**src/vlsm_pkg.sv**
```systemverilog
package vlsm_pkg;

  // Quotient bits, one division cell per bit.
  localparam int unsigned NUM_CELLS = 8;
  localparam int unsigned REM_W     = 25;
  localparam int unsigned DVS_W     = 24;
  localparam int unsigned CFG_IDX_W = 3;
  localparam int unsigned CFG_DAT_W = 16;

  localparam logic [CFG_IDX_W-1:0] CFG_LOW_LEVEL       = 3'd0;
  localparam logic [CFG_IDX_W-1:0] CFG_HIGH_LEVEL      = 3'd1;
  localparam logic [CFG_IDX_W-1:0] CFG_MASK_MODE       = 3'd2;
  localparam logic [CFG_IDX_W-1:0] CFG_FIELD_ONE_LINES = 3'd3;
  localparam logic [CFG_IDX_W-1:0] CFG_WINDOW_X_START  = 3'd4;
  localparam logic [CFG_IDX_W-1:0] CFG_WINDOW_X_END    = 3'd5;
  localparam logic [CFG_IDX_W-1:0] CFG_WINDOW_Y_START  = 3'd6;
  localparam logic [CFG_IDX_W-1:0] CFG_WINDOW_Y_END    = 3'd7;

  localparam logic [1:0] MASK_OFF        = 2'd0;
  localparam logic [1:0] MASK_INTERLACED = 2'd1;
  localparam logic [1:0] MASK_SEQUENTIAL = 2'd2;

  localparam logic [7:0] GREY_MAX = 8'd255;

  typedef struct packed {
    logic signed [15:0] sample;
    logic [9:0]         pix_row;
    logic [10:0]        column;
  } in_t;

  typedef struct packed {
    logic [7:0] grey;
    logic       outside_window;
  } out_t;

  typedef struct packed {
    logic signed [15:0] low_level;
    logic signed [15:0] high_level;
    logic [1:0]         mask_mode;
    logic [9:0]         field_one_lines;
    logic [10:0]        window_x_start;
    logic [10:0]        window_x_end;
    logic [9:0]         window_y_start;
    logic [9:0]         window_y_end;
  } cfg_t;

  // Two's complement differences after the first stage.
  typedef struct packed {
    logic [16:0] diff;
    logic [16:0] span;
    logic        outside;
  } front_t;

  typedef struct packed {
    logic [REM_W-1:0]     rem;
    logic [DVS_W-1:0]     dvs;
    logic [NUM_CELLS-1:0] quo;
    logic                 force_zero;
    logic                 force_max;
    logic                 outside;
  } cell_t;

  // grey*3/10 as grey*615 >> 11, exact for every 8-bit grey value.
  function automatic logic [7:0] dim_grey(input logic [7:0] g);
    logic [17:0] prod;
    prod = {10'd0, g} * 18'd615;
    return {1'b0, prod[17:11]};
  endfunction

endpackage

```
**src/video_level_scale_and_mask.sv**
```systemverilog
// Scales one signed video sample to an 8-bit grey value and dims pixels that
// lie outside the active picture window when masking is on.
// The input channel (in_valid, in_ready, in_data) carries sample, display row
// and column; the result channel (out_valid, out_ready, out_data) carries grey
// and the outside_window flag, one result per input, in order.
// Eight configuration registers are written through cfg_wr_en, cfg_index and
// cfg_data; write them only while no transfer is in flight.
// The path holds eleven stages: one for the level differences and window
// test, one for the scaled numerator and the saturation check, eight
// division cells that each settle one quotient bit, and the output register
// with the dimming. Throughput is one item per cycle while out_ready is high;
// each stage holds its item and passes it on whenever the stage after it is
// empty or moving.
// Synchronous reset empties the pipeline and loads the register defaults.
// When out_ready is low the pipeline keeps filling its empty stages; in_ready
// falls only when every stage holds an item.
module video_level_scale_and_mask (
  input  logic                                clk,
  input  logic                                rst_n,
  input  logic                                in_valid,
  output logic                                in_ready,
  input  vlsm_pkg::in_t                       in_data,
  output logic                                out_valid,
  input  logic                                out_ready,
  output vlsm_pkg::out_t                      out_data,
  input  logic                                cfg_wr_en,
  input  logic [vlsm_pkg::CFG_IDX_W-1:0]      cfg_index,
  input  logic [vlsm_pkg::CFG_DAT_W-1:0]      cfg_data
);

  vlsm_pkg::cfg_t   cfg_r;
  vlsm_pkg::front_t front_data;
  logic             front_valid;
  logic             front_ready;
  vlsm_pkg::cell_t  chain_data  [0:vlsm_pkg::NUM_CELLS];
  logic             chain_valid [0:vlsm_pkg::NUM_CELLS];
  logic             chain_ready [0:vlsm_pkg::NUM_CELLS];

  always_ff @(posedge clk) begin
    if (!rst_n) begin
      cfg_r.low_level       <= 16'sd0;
      cfg_r.high_level      <= 16'sd1023;
      cfg_r.mask_mode       <= vlsm_pkg::MASK_OFF;
      cfg_r.field_one_lines <= 10'd313;
      cfg_r.window_x_start  <= '0;
      cfg_r.window_x_end    <= '0;
      cfg_r.window_y_start  <= '0;
      cfg_r.window_y_end    <= '0;
    end else if (cfg_wr_en) begin
      unique case (cfg_index)
        vlsm_pkg::CFG_LOW_LEVEL:       cfg_r.low_level       <= cfg_data;
        vlsm_pkg::CFG_HIGH_LEVEL:      cfg_r.high_level      <= cfg_data;
        vlsm_pkg::CFG_MASK_MODE:       cfg_r.mask_mode       <= cfg_data[1:0];
        vlsm_pkg::CFG_FIELD_ONE_LINES: cfg_r.field_one_lines <= cfg_data[9:0];
        vlsm_pkg::CFG_WINDOW_X_START:  cfg_r.window_x_start  <= cfg_data[10:0];
        vlsm_pkg::CFG_WINDOW_X_END:    cfg_r.window_x_end    <= cfg_data[10:0];
        vlsm_pkg::CFG_WINDOW_Y_START:  cfg_r.window_y_start  <= cfg_data[9:0];
        vlsm_pkg::CFG_WINDOW_Y_END:    cfg_r.window_y_end    <= cfg_data[9:0];
        default: ;
      endcase
    end
  end

  vlsm_front u_front (
    .clk      (clk),
    .rst_n    (rst_n),
    .cfg      (cfg_r),
    .up_valid (in_valid),
    .up_data  (in_data),
    .up_ready (in_ready),
    .dn_valid (front_valid),
    .dn_data  (front_data),
    .dn_ready (front_ready)
  );

  vlsm_prep u_prep (
    .clk      (clk),
    .rst_n    (rst_n),
    .up_valid (front_valid),
    .up_data  (front_data),
    .up_ready (front_ready),
    .dn_valid (chain_valid[0]),
    .dn_data  (chain_data[0]),
    .dn_ready (chain_ready[0])
  );

  for (genvar i = 0; i < vlsm_pkg::NUM_CELLS; i++) begin : g_cell
    vlsm_div_cell u_cell (
      .clk      (clk),
      .rst_n    (rst_n),
      .up_valid (chain_valid[i]),
      .up_data  (chain_data[i]),
      .up_ready (chain_ready[i]),
      .dn_valid (chain_valid[i+1]),
      .dn_data  (chain_data[i+1]),
      .dn_ready (chain_ready[i+1])
    );
  end

  vlsm_out u_out (
    .clk      (clk),
    .rst_n    (rst_n),
    .up_valid (chain_valid[vlsm_pkg::NUM_CELLS]),
    .up_data  (chain_data[vlsm_pkg::NUM_CELLS]),
    .up_ready (chain_ready[vlsm_pkg::NUM_CELLS]),
    .dn_valid (out_valid),
    .dn_data  (out_data),
    .dn_ready (out_ready)
  );

  a_reset_empty: assert property (@(posedge clk)
    !rst_n |=> !out_valid)
    else $error("result valid right after reset");

  a_full_stall: assert property (@(posedge clk) disable iff (!rst_n)
    !in_ready |-> out_valid && !out_ready)
    else $error("input stalled while the pipeline has room");

  a_dim_range: assert property (@(posedge clk) disable iff (!rst_n)
    out_valid && out_data.outside_window |-> out_data.grey <= 8'd76)
    else $error("dimmed grey above 3/10 of full scale");

  a_dim_mode: assert property (@(posedge clk) disable iff (!rst_n)
    out_valid && out_data.outside_window |->
      (cfg_r.mask_mode == vlsm_pkg::MASK_INTERLACED) ||
      (cfg_r.mask_mode == vlsm_pkg::MASK_SEQUENTIAL))
    else $error("pixel dimmed with masking off");

endmodule

```
**src/vlsm_front.sv**
```systemverilog
module vlsm_front (
  input  logic             clk,
  input  logic             rst_n,
  input  vlsm_pkg::cfg_t   cfg,
  input  logic             up_valid,
  input  vlsm_pkg::in_t    up_data,
  output logic             up_ready,
  output logic             dn_valid,
  output vlsm_pkg::front_t dn_data,
  input  logic             dn_ready
);

  logic             valid_r;
  vlsm_pkg::front_t data_r;
  vlsm_pkg::front_t data_nxt;
  logic [10:0]      weaved;
  logic             mask_on;
  logic             win_empty;
  logic             y_out;
  logic             x_out;

  assign up_ready = !valid_r || dn_ready;
  assign dn_valid = valid_r;
  assign dn_data  = data_r;

  always_comb begin
    mask_on = (cfg.mask_mode == vlsm_pkg::MASK_INTERLACED) ||
              (cfg.mask_mode == vlsm_pkg::MASK_SEQUENTIAL);
    win_empty = (cfg.window_x_end <= cfg.window_x_start) ||
                (cfg.window_y_end <= cfg.window_y_start);
    if (cfg.mask_mode == vlsm_pkg::MASK_INTERLACED) begin
      weaved = {1'b0, up_data.pix_row};
    end else if (up_data.pix_row < cfg.field_one_lines) begin
      weaved = {up_data.pix_row, 1'b0};
    end else begin
      weaved = {up_data.pix_row - cfg.field_one_lines, 1'b1};
    end
    y_out = (weaved < {1'b0, cfg.window_y_start}) || (weaved >= {1'b0, cfg.window_y_end});
    x_out = (up_data.column < cfg.window_x_start) || (up_data.column >= cfg.window_x_end);
    data_nxt.outside = mask_on && !win_empty && (y_out || x_out);
    data_nxt.diff = {up_data.sample[15], up_data.sample} -
                    {cfg.low_level[15], cfg.low_level};
    data_nxt.span = {cfg.high_level[15], cfg.high_level} -
                    {cfg.low_level[15], cfg.low_level};
  end

  always_ff @(posedge clk) begin
    if (!rst_n) begin
      valid_r <= 1'b0;
    end else if (up_ready) begin
      valid_r <= up_valid;
    end
  end

  always_ff @(posedge clk) begin
    if (up_ready && up_valid) begin
      data_r <= data_nxt;
    end
  end

endmodule

```
**src/vlsm_prep.sv**
```systemverilog
module vlsm_prep (
  input  logic             clk,
  input  logic             rst_n,
  input  logic             up_valid,
  input  vlsm_pkg::front_t up_data,
  output logic             up_ready,
  output logic             dn_valid,
  output vlsm_pkg::cell_t  dn_data,
  input  logic             dn_ready
);

  logic                          valid_r;
  vlsm_pkg::cell_t               data_r;
  vlsm_pkg::cell_t               data_nxt;
  logic [24:0]                   num;
  logic                          span_pos;
  logic [vlsm_pkg::DVS_W-1:0]    dvs;

  assign up_ready = !valid_r || dn_ready;
  assign dn_valid = valid_r;
  assign dn_data  = data_r;

  always_comb begin
    // diff * 255 as diff * 256 - diff; fits 25 bits signed.
    num      = {up_data.diff, 8'd0} - {{8{up_data.diff[16]}}, up_data.diff};
    span_pos = !up_data.span[16] && (up_data.span != 17'd0);
    dvs      = {up_data.span[15:0], 8'd0};
    data_nxt.force_zero = !span_pos || num[24];
    data_nxt.force_max  = span_pos && !num[24] && (num[23:0] >= dvs);
    // Pre-shifted so that the first cell decides the top quotient bit.
    data_nxt.rem     = {num[23:0], 1'b0};
    data_nxt.dvs     = dvs;
    data_nxt.quo     = '0;
    data_nxt.outside = up_data.outside;
  end

  always_ff @(posedge clk) begin
    if (!rst_n) begin
      valid_r <= 1'b0;
    end else if (up_ready) begin
      valid_r <= up_valid;
    end
  end

  always_ff @(posedge clk) begin
    if (up_ready && up_valid) begin
      data_r <= data_nxt;
    end
  end

endmodule

```
**src/vlsm_div_cell.sv**
```systemverilog
module vlsm_div_cell (
  input  logic            clk,
  input  logic            rst_n,
  input  logic            up_valid,
  input  vlsm_pkg::cell_t up_data,
  output logic            up_ready,
  output logic            dn_valid,
  output vlsm_pkg::cell_t dn_data,
  input  logic            dn_ready
);

  logic                       valid_r;
  vlsm_pkg::cell_t            data_r;
  vlsm_pkg::cell_t            data_nxt;
  logic [vlsm_pkg::REM_W-1:0] sub;
  logic                       take;

  assign up_ready = !valid_r || dn_ready;
  assign dn_valid = valid_r;
  assign dn_data  = data_r;

  // One restoring division step against the divisor scaled by 256.
  always_comb begin
    take     = up_data.rem >= {1'b0, up_data.dvs};
    sub      = up_data.rem - {1'b0, up_data.dvs};
    data_nxt = up_data;
    if (take) begin
      data_nxt.rem = {sub[vlsm_pkg::REM_W-2:0], 1'b0};
    end else begin
      data_nxt.rem = {up_data.rem[vlsm_pkg::REM_W-2:0], 1'b0};
    end
    data_nxt.quo = {up_data.quo[vlsm_pkg::NUM_CELLS-2:0], take};
  end

  always_ff @(posedge clk) begin
    if (!rst_n) begin
      valid_r <= 1'b0;
    end else if (up_ready) begin
      valid_r <= up_valid;
    end
  end

  always_ff @(posedge clk) begin
    if (up_ready && up_valid) begin
      data_r <= data_nxt;
    end
  end

  a_rem_bound: assert property (@(posedge clk) disable iff (!rst_n)
    valid_r && !data_r.force_zero && !data_r.force_max |->
      data_r.rem < {data_r.dvs, 1'b0})
    else $error("division remainder out of bound");

endmodule

```
**src/vlsm_out.sv**
```systemverilog
module vlsm_out (
  input  logic            clk,
  input  logic            rst_n,
  input  logic            up_valid,
  input  vlsm_pkg::cell_t up_data,
  output logic            up_ready,
  output logic            dn_valid,
  output vlsm_pkg::out_t  dn_data,
  input  logic            dn_ready
);

  logic           valid_r;
  vlsm_pkg::out_t data_r;
  vlsm_pkg::out_t data_nxt;
  logic [7:0]     grey;

  assign up_ready = !valid_r || dn_ready;
  assign dn_valid = valid_r;
  assign dn_data  = data_r;

  always_comb begin
    if (up_data.force_zero) begin
      grey = '0;
    end else if (up_data.force_max) begin
      grey = vlsm_pkg::GREY_MAX;
    end else begin
      grey = up_data.quo;
    end
    data_nxt.outside_window = up_data.outside;
    data_nxt.grey = up_data.outside ? vlsm_pkg::dim_grey(grey) : grey;
  end

  always_ff @(posedge clk) begin
    if (!rst_n) begin
      valid_r <= 1'b0;
    end else if (up_ready) begin
      valid_r <= up_valid;
    end
  end

  always_ff @(posedge clk) begin
    if (up_ready && up_valid) begin
      data_r <= data_nxt;
    end
  end

endmodule
```
**config.mk**
```make
export PLATFORM = sky130hd
export DESIGN_NAME = video_level_scale_and_mask
export DESIGN_NICKNAME = d
export VERILOG_FILES = /design/src/vlsm_pkg.sv /design/src/video_level_scale_and_mask.sv /design/src/vlsm_front.sv /design/src/vlsm_prep.sv /design/src/vlsm_div_cell.sv /design/src/vlsm_out.sv
export SDC_FILE = /design/constraint.sdc
export NUM_CORES = 1
export LEC_CHECK = 0
export ABC_CLOCK_PERIOD_IN_PS = 4350
export BUFFER_PORTS_ARGS = -buffer_cell sky130_fd_sc_hd__buf_4
export CORE_ASPECT_RATIO = 2
export CORE_MARGIN = 3
export CORE_UTILIZATION = 40
export CTS_CLUSTER_DIAMETER = 30
export DETAILED_ROUTE_END_ITERATION = 10
export GPL_TIMING_DRIVEN = 0
export PLACE_DENSITY_LB_ADDON = 0.1
export SYNTH_ARGS = -nofsm -noshare
export SYNTH_HDL_FRONTEND = slang
export SYNTH_HIERARCHICAL = 1
export SYNTH_SLANG_ARGS = --single-unit
```
**constraint.sdc**
```tcl
create_clock -name clk -period 4.35 [get_ports clk]
set_input_delay 0.2175 -clock clk [delete_from_list [all_inputs] [get_ports clk]]
set_output_delay 0.2175 -clock clk [all_outputs]
set_load 0.03 [all_outputs]
```
# ---- Word-level counts from Yosys, hierarchy flattened
# Index checks and enable logic that the tools add are counted.
dict set report classes {
  n_addsub 11
  multipliers 1
  magnitude_cmp 16
  eq_ne 9
  mux 12
  n_reduce_logical 58
}
# cell count
set ops {}
lappend ops {{25-bit by 24-bit >= comparator with 1-bit output} 8}
lappend ops {{25-bit 2-to-1 mux} 7}
lappend ops {{24-bit subtractor} 7}
lappend ops {{16-bit by 16-bit subtractor with 17-bit output} 2}
lappend ops {{25-bit subtractor} 1}
lappend ops {{24-bit >= comparator} 1}
lappend ops {{11-bit 2-to-1 mux} 2}
lappend ops {{8-bit by 10-bit multiplier with 18-bit output, second input constant} 1}
lappend ops {{1-bit logical OR} 17}
lappend ops {{17-bit nonzero test} 1}
lappend ops {{1-bit logical AND} 16}
lappend ops {{8-bit 2-to-1 mux} 2}
lappend ops {{2-bit AND reduction} 8}
lappend ops {{1-bit logical NOT} 15}
lappend ops {{3-bit == test, second input constant} 4}
lappend ops {{11-bit by 10-bit >= comparator with 1-bit output} 1}
lappend ops {{11-bit >= comparator} 1}
lappend ops {{11-bit <= comparator} 1}
lappend ops {{11-bit by 10-bit < comparator with 1-bit output} 1}
lappend ops {{11-bit < comparator} 1}
lappend ops {{10-bit <= comparator} 1}
lappend ops {{10-bit < comparator} 1}
lappend ops {{10-bit subtractor} 1}
lappend ops {{7-bit 2-to-1 mux} 1}
lappend ops {{5 further kinds} 6}
dict set report totals {
  ff_bits 531
  in_bits 61
  output_inout_bits 11
}

# ---- Depth between registers and ports, before layout
dict set report logic_depth {
  ltp_word 13
  ltp_mapped 20
  mapped_depth_nobuf 19
}

# ---- Hierarchy
# Netlist, hierarchy kept.
# mod instances cells_per_inst area_per_inst_um2 seq_area_each_um2
set modules_own_cells {}
lappend modules_own_cells {{vlsm_div_cell (g_cell[2].u_cell ...)} 4 340 3807.4 1791.7}
lappend modules_own_cells {{vlsm_div_cell (g_cell[0].u_cell ...)} 3 299 3557.2 1791.7}
lappend modules_own_cells {vlsm_front 1 568 4865.9 1071.0}
lappend modules_own_cells {{vlsm_div_cell (g_cell[1].u_cell)} 1 277 3459.6 1791.7}
lappend modules_own_cells {video_level_scale_and_mask 1 313 3256.9 1721.7}
lappend modules_own_cells {vlsm_prep 1 278 3004.1 1311.3}
lappend modules_own_cells {vlsm_out 1 198 1828.0 290.3}

# ---- Least setup slack after synthesis
# No wires, ideal clock.
dict set report synth_timing {
  path_type {reg-to-reg}
  from {register g_cell[7].u_cell.data_r, in the netlist g_cell[7].u_cell/dn_data[1]}
  to {register u_out.data_r, in the netlist u_out/dn_data[6] (data pin)}
  setup_ns 0.283
  arrival_ns 4.379
  required_ns 4.067
  slack_ns -0.313
  stages_incl_launch_ff 20
  period_less_slack_ns 4.663
  cell_sequence {edfxtp_1 > clkbuf_1 > nor2_1 > or2_2 > ha_1 > inv_1 > ha_1 > inv_1 > fa_1 > inv_1 > fa_1 > inv_1 > fa_1 > inv_1 > ha_1 > a21oi_1 > o211a_1 > a21oi_1 > o311ai_0 > o311ai_0}
}
# item line
set synth_rtl {}
lappend synth_rtl {{start: declaration} vlsm_div_cell.sv:13} ;# vlsm_pkg::cell_t data_r;
lappend synth_rtl {{start signal: assignment} vlsm_div_cell.sv:45} ;# data_r <= data_nxt;
lappend synth_rtl {{end signal: assignment} vlsm_out.sv:43} ;# data_r <= data_nxt;
lappend synth_rtl {{end: declaration} vlsm_out.sv:13} ;# vlsm_pkg::out_t data_r;

==> results.tsv <==
stage	metric	value	unit
timing	clock skew	0.0323	ns
power_and_ir_drop	clock network power share	0.501	
critical_path	CP cell instances	clkbuf_8, nor2_2, or2_4, inv_4, ha_4, inv_4, ha_4, inv_2, fa_1, inv_1, fa_1, inv_2, fa_1, inv_2, ha_4, nand4_1, a211o_1, a21oi_2, nand4b_1, o311ai_2	
grt	met3 usage	0.0281	
power_and_ir_drop	pwr/cell area	371	nW/um2
finish	leading cell type in the layout, fill and taps excluded	edfxtp_1	
yosys	Gate Count Post-Synth	3641	
finish	filler instances	9031	
floorplanning	Die W	226	um
power_and_ir_drop	internal power	12.5	mW
timing	Tmin final	4.54	ns
floorplanning	die area	101000	um2
timing	post-route setup slack	-0.188	ns
drt	Antenna Nets Post-Route	0	
critical_path	CP max stage delay	0.50	ns
critical_path	critical path's slowest cell	fa_1	
power_and_ir_drop	Sequential Power Share	0.369	
floorplanning	FP Rows	161	
yosys	Ys Warns	6	
grt	largest net degree at the start of global routing	41	
timing	Final Setup Violations	8	
yosys	Syn Area/Cell	10.7	um2
grt	M1 GR Usage	0.146	
hold_path	Worst Hold Depth	3	
power_and_ir_drop	Combinational Power Share	0.130	
drt	DRT iter0 DRCs	935	
grt	global route hottest layer	met2	
placement	post-place instance area	41200	um2
drt	DR WL/cell	22.0	um
placement	# port buffers	71	
timing	Rel. slew slack	-0.0239	
yosys	Synth Cell Area	38800	um2
clock_tree	Worst-path clk slew	0.06	ns
grt	initial antenna violation count	2	
timing	Max Slew Vio Count	1	
clock_tree	root buffer selected by CTS	clkbuf_16	
timing	Peak Freq	220	MHz
floorplanning	Core ar.	96300	um2
grt	first-pass GRT wire length	170000	um
finish	layout cells sized above 1	0.169	
power_and_ir_drop	Psw	4.49	mW
job	Max Cap Viol	1	
status	failing checks	capacitance limit, slew limit, setup timing	
hold_path	worst hold path type	in2reg	
clock_tree	Max clock buf depth	3	
finish	Layout Area Growth over Synthesis	17.8	%
power_and_ir_drop	Sw Ratio	0.265	
drt	Via density	5.40	
clock_tree	Sink Count	580	
finish	fin area	45700	um2
timing	part of the cycle the worst path needs	1.04	
drt	Vias	28200	
timing	Fin Setup TNS	-1.12	ns
critical_path	element type at the critical path start	register	
floorplanning	Die Ht	447	um
clock_tree	Clk Latency, worst-skew pair	0.69	ns
finish	nets	4357	
power_and_ir_drop	Leakage Power	18.7	nW
floorplanning	Initial Util	0.403	
clock_tree	total CTS buffers	107	
grt	GRT overflow	0	
timing	hold slack	0.0445	ns
timing	final-report hold violation count	0	
placement	HPWL Detailed	94900	um
drt	DRC	0	
power_and_ir_drop	peak supply drop	298	uV
status	status	finished with violations	
timing	actual slew at the worst max-slew pin	1.50	ns
critical_path	worst reg2reg path depth	20	
critical_path	peak fanout along the critical path	4	
placement	Placer Congestion	0.923	
drt	drt pass-1 iters	5	
grt	gr usage total	0.228	
critical_path	Setup CP Type	reg2reg	
finish	Finished Layout Cells	5214	
critical_path	critical path endpoint category	register	
finish	commonest cells after routing, fill and taps aside	edfxtp_1, inv_1, ha_1	
placement	placed insts	4954	
grt	met2 Use GR	0.508	
critical_path	CP arrival	4.94	ns
critical_path	required time of the worst setup path	4.75	ns
drt	Detailed Route WL	115000	um
clock_tree	H-tree depth	3	
grt	vias in the first global route	30300	
clock_tree	CTS tree	done	
floorplanning	num ports	72	
timing	RSZ-0062 raised after global routing	yes	
## power groups by stage
stage,clock network [mW],registers (mW),logic (mW)
2_1_floorplan,0,6.34,1.50
3_3_place_gp,0,6.39,2.07
3_5_place_dp,0,6.39,2.09
4_1_cts,8.68,6.27,2.14
5_1_grt,8.91,6.28,2.40
6_report,8.49,6.27,2.21
## routing by layer
metal / up-vias / share of wire
met3: 380 / 0.026
met5: - / 0
met2: 604 / 0.62
li1: 13800 / -
met1: 13300 / 0.26
met4: 0 / 0.095
## worst max-delay path: cells and delay by family, from the launching register on
family / cells / cell delay (ns)
AO/OA/AOI/OAI: 3 / 0.74
buffers and inverters: 7 / 0.42
adder cells (fa/ha/maj): 6 / 2.25
AND/OR/NAND/NOR: 4 / 0.47
flip-flops: 1 / 0.37
## state kept, by name (all words and copies together) (netlist names)
signal                  cells
u_out/dn_data               9
cfg_r                      86
u_out/dn_valid              1
u_front/dn_valid            1
g_cell.u_cell/dn_data     396
g_cell.u_cell/dn_valid      8
u_prep/dn_data             43
u_front/dn_data            35
u_prep/dn_valid             1
## per-stage QoR
stage,util,total power [mW],worst slack (ns)
after CTS,0.472,17.1,-0.188
after detailed placement,0.428,8.48,-0.645
final,0.475,17.0,-0.188
after global placement,0.425,8.46,-0.613
after floorplan,-,7.84,0.0424
after global routing,0.475,17.6,-0.336
## path summary, 6_finish.rpt
check                                   start                          end  slack [ns]
setup / recovery  g_cell[7].u_cell/dn_data[1]             u_out/dn_data[6]       -0.19
hold / removal                   cfg_data[10]                    cfg_r[30]        0.04
hold reg to reg   g_cell[1].u_cell/dn_data[4]  g_cell[2].u_cell/dn_data[5]        0.41
setup reg to reg  g_cell[7].u_cell/dn_data[1]             u_out/dn_data[6]       -0.19
## layout make-up
cell class	count	area, um2	area share
Sequential cell	580	16400	0.360
Timing Repair Buffer	141	1260	0.0276
Tap cell	1222	1530	0.0334
Buffer	117	897	0.0196
Clock buffer	119	2860	0.0626
Clock inverter	83	886	0.0194
Inverter	432	1650	0.0360
Antenna cell	1	2.50	0.0000547
Multi-Input combinational cell	2519	20200	0.442
## what timing repair did
action / in CTS / in global routing
setup endpoints to repair: 8 / 9
setup buffers: 12 / 15
hold endpoints to repair: 46 / 0
cloned: 0 / 0
hold buffers: 31 / 0
gates resized for setup: 18 / 42
pin swaps: 14 / 31
No activity file was read; power rests on OpenSTA's default activity.
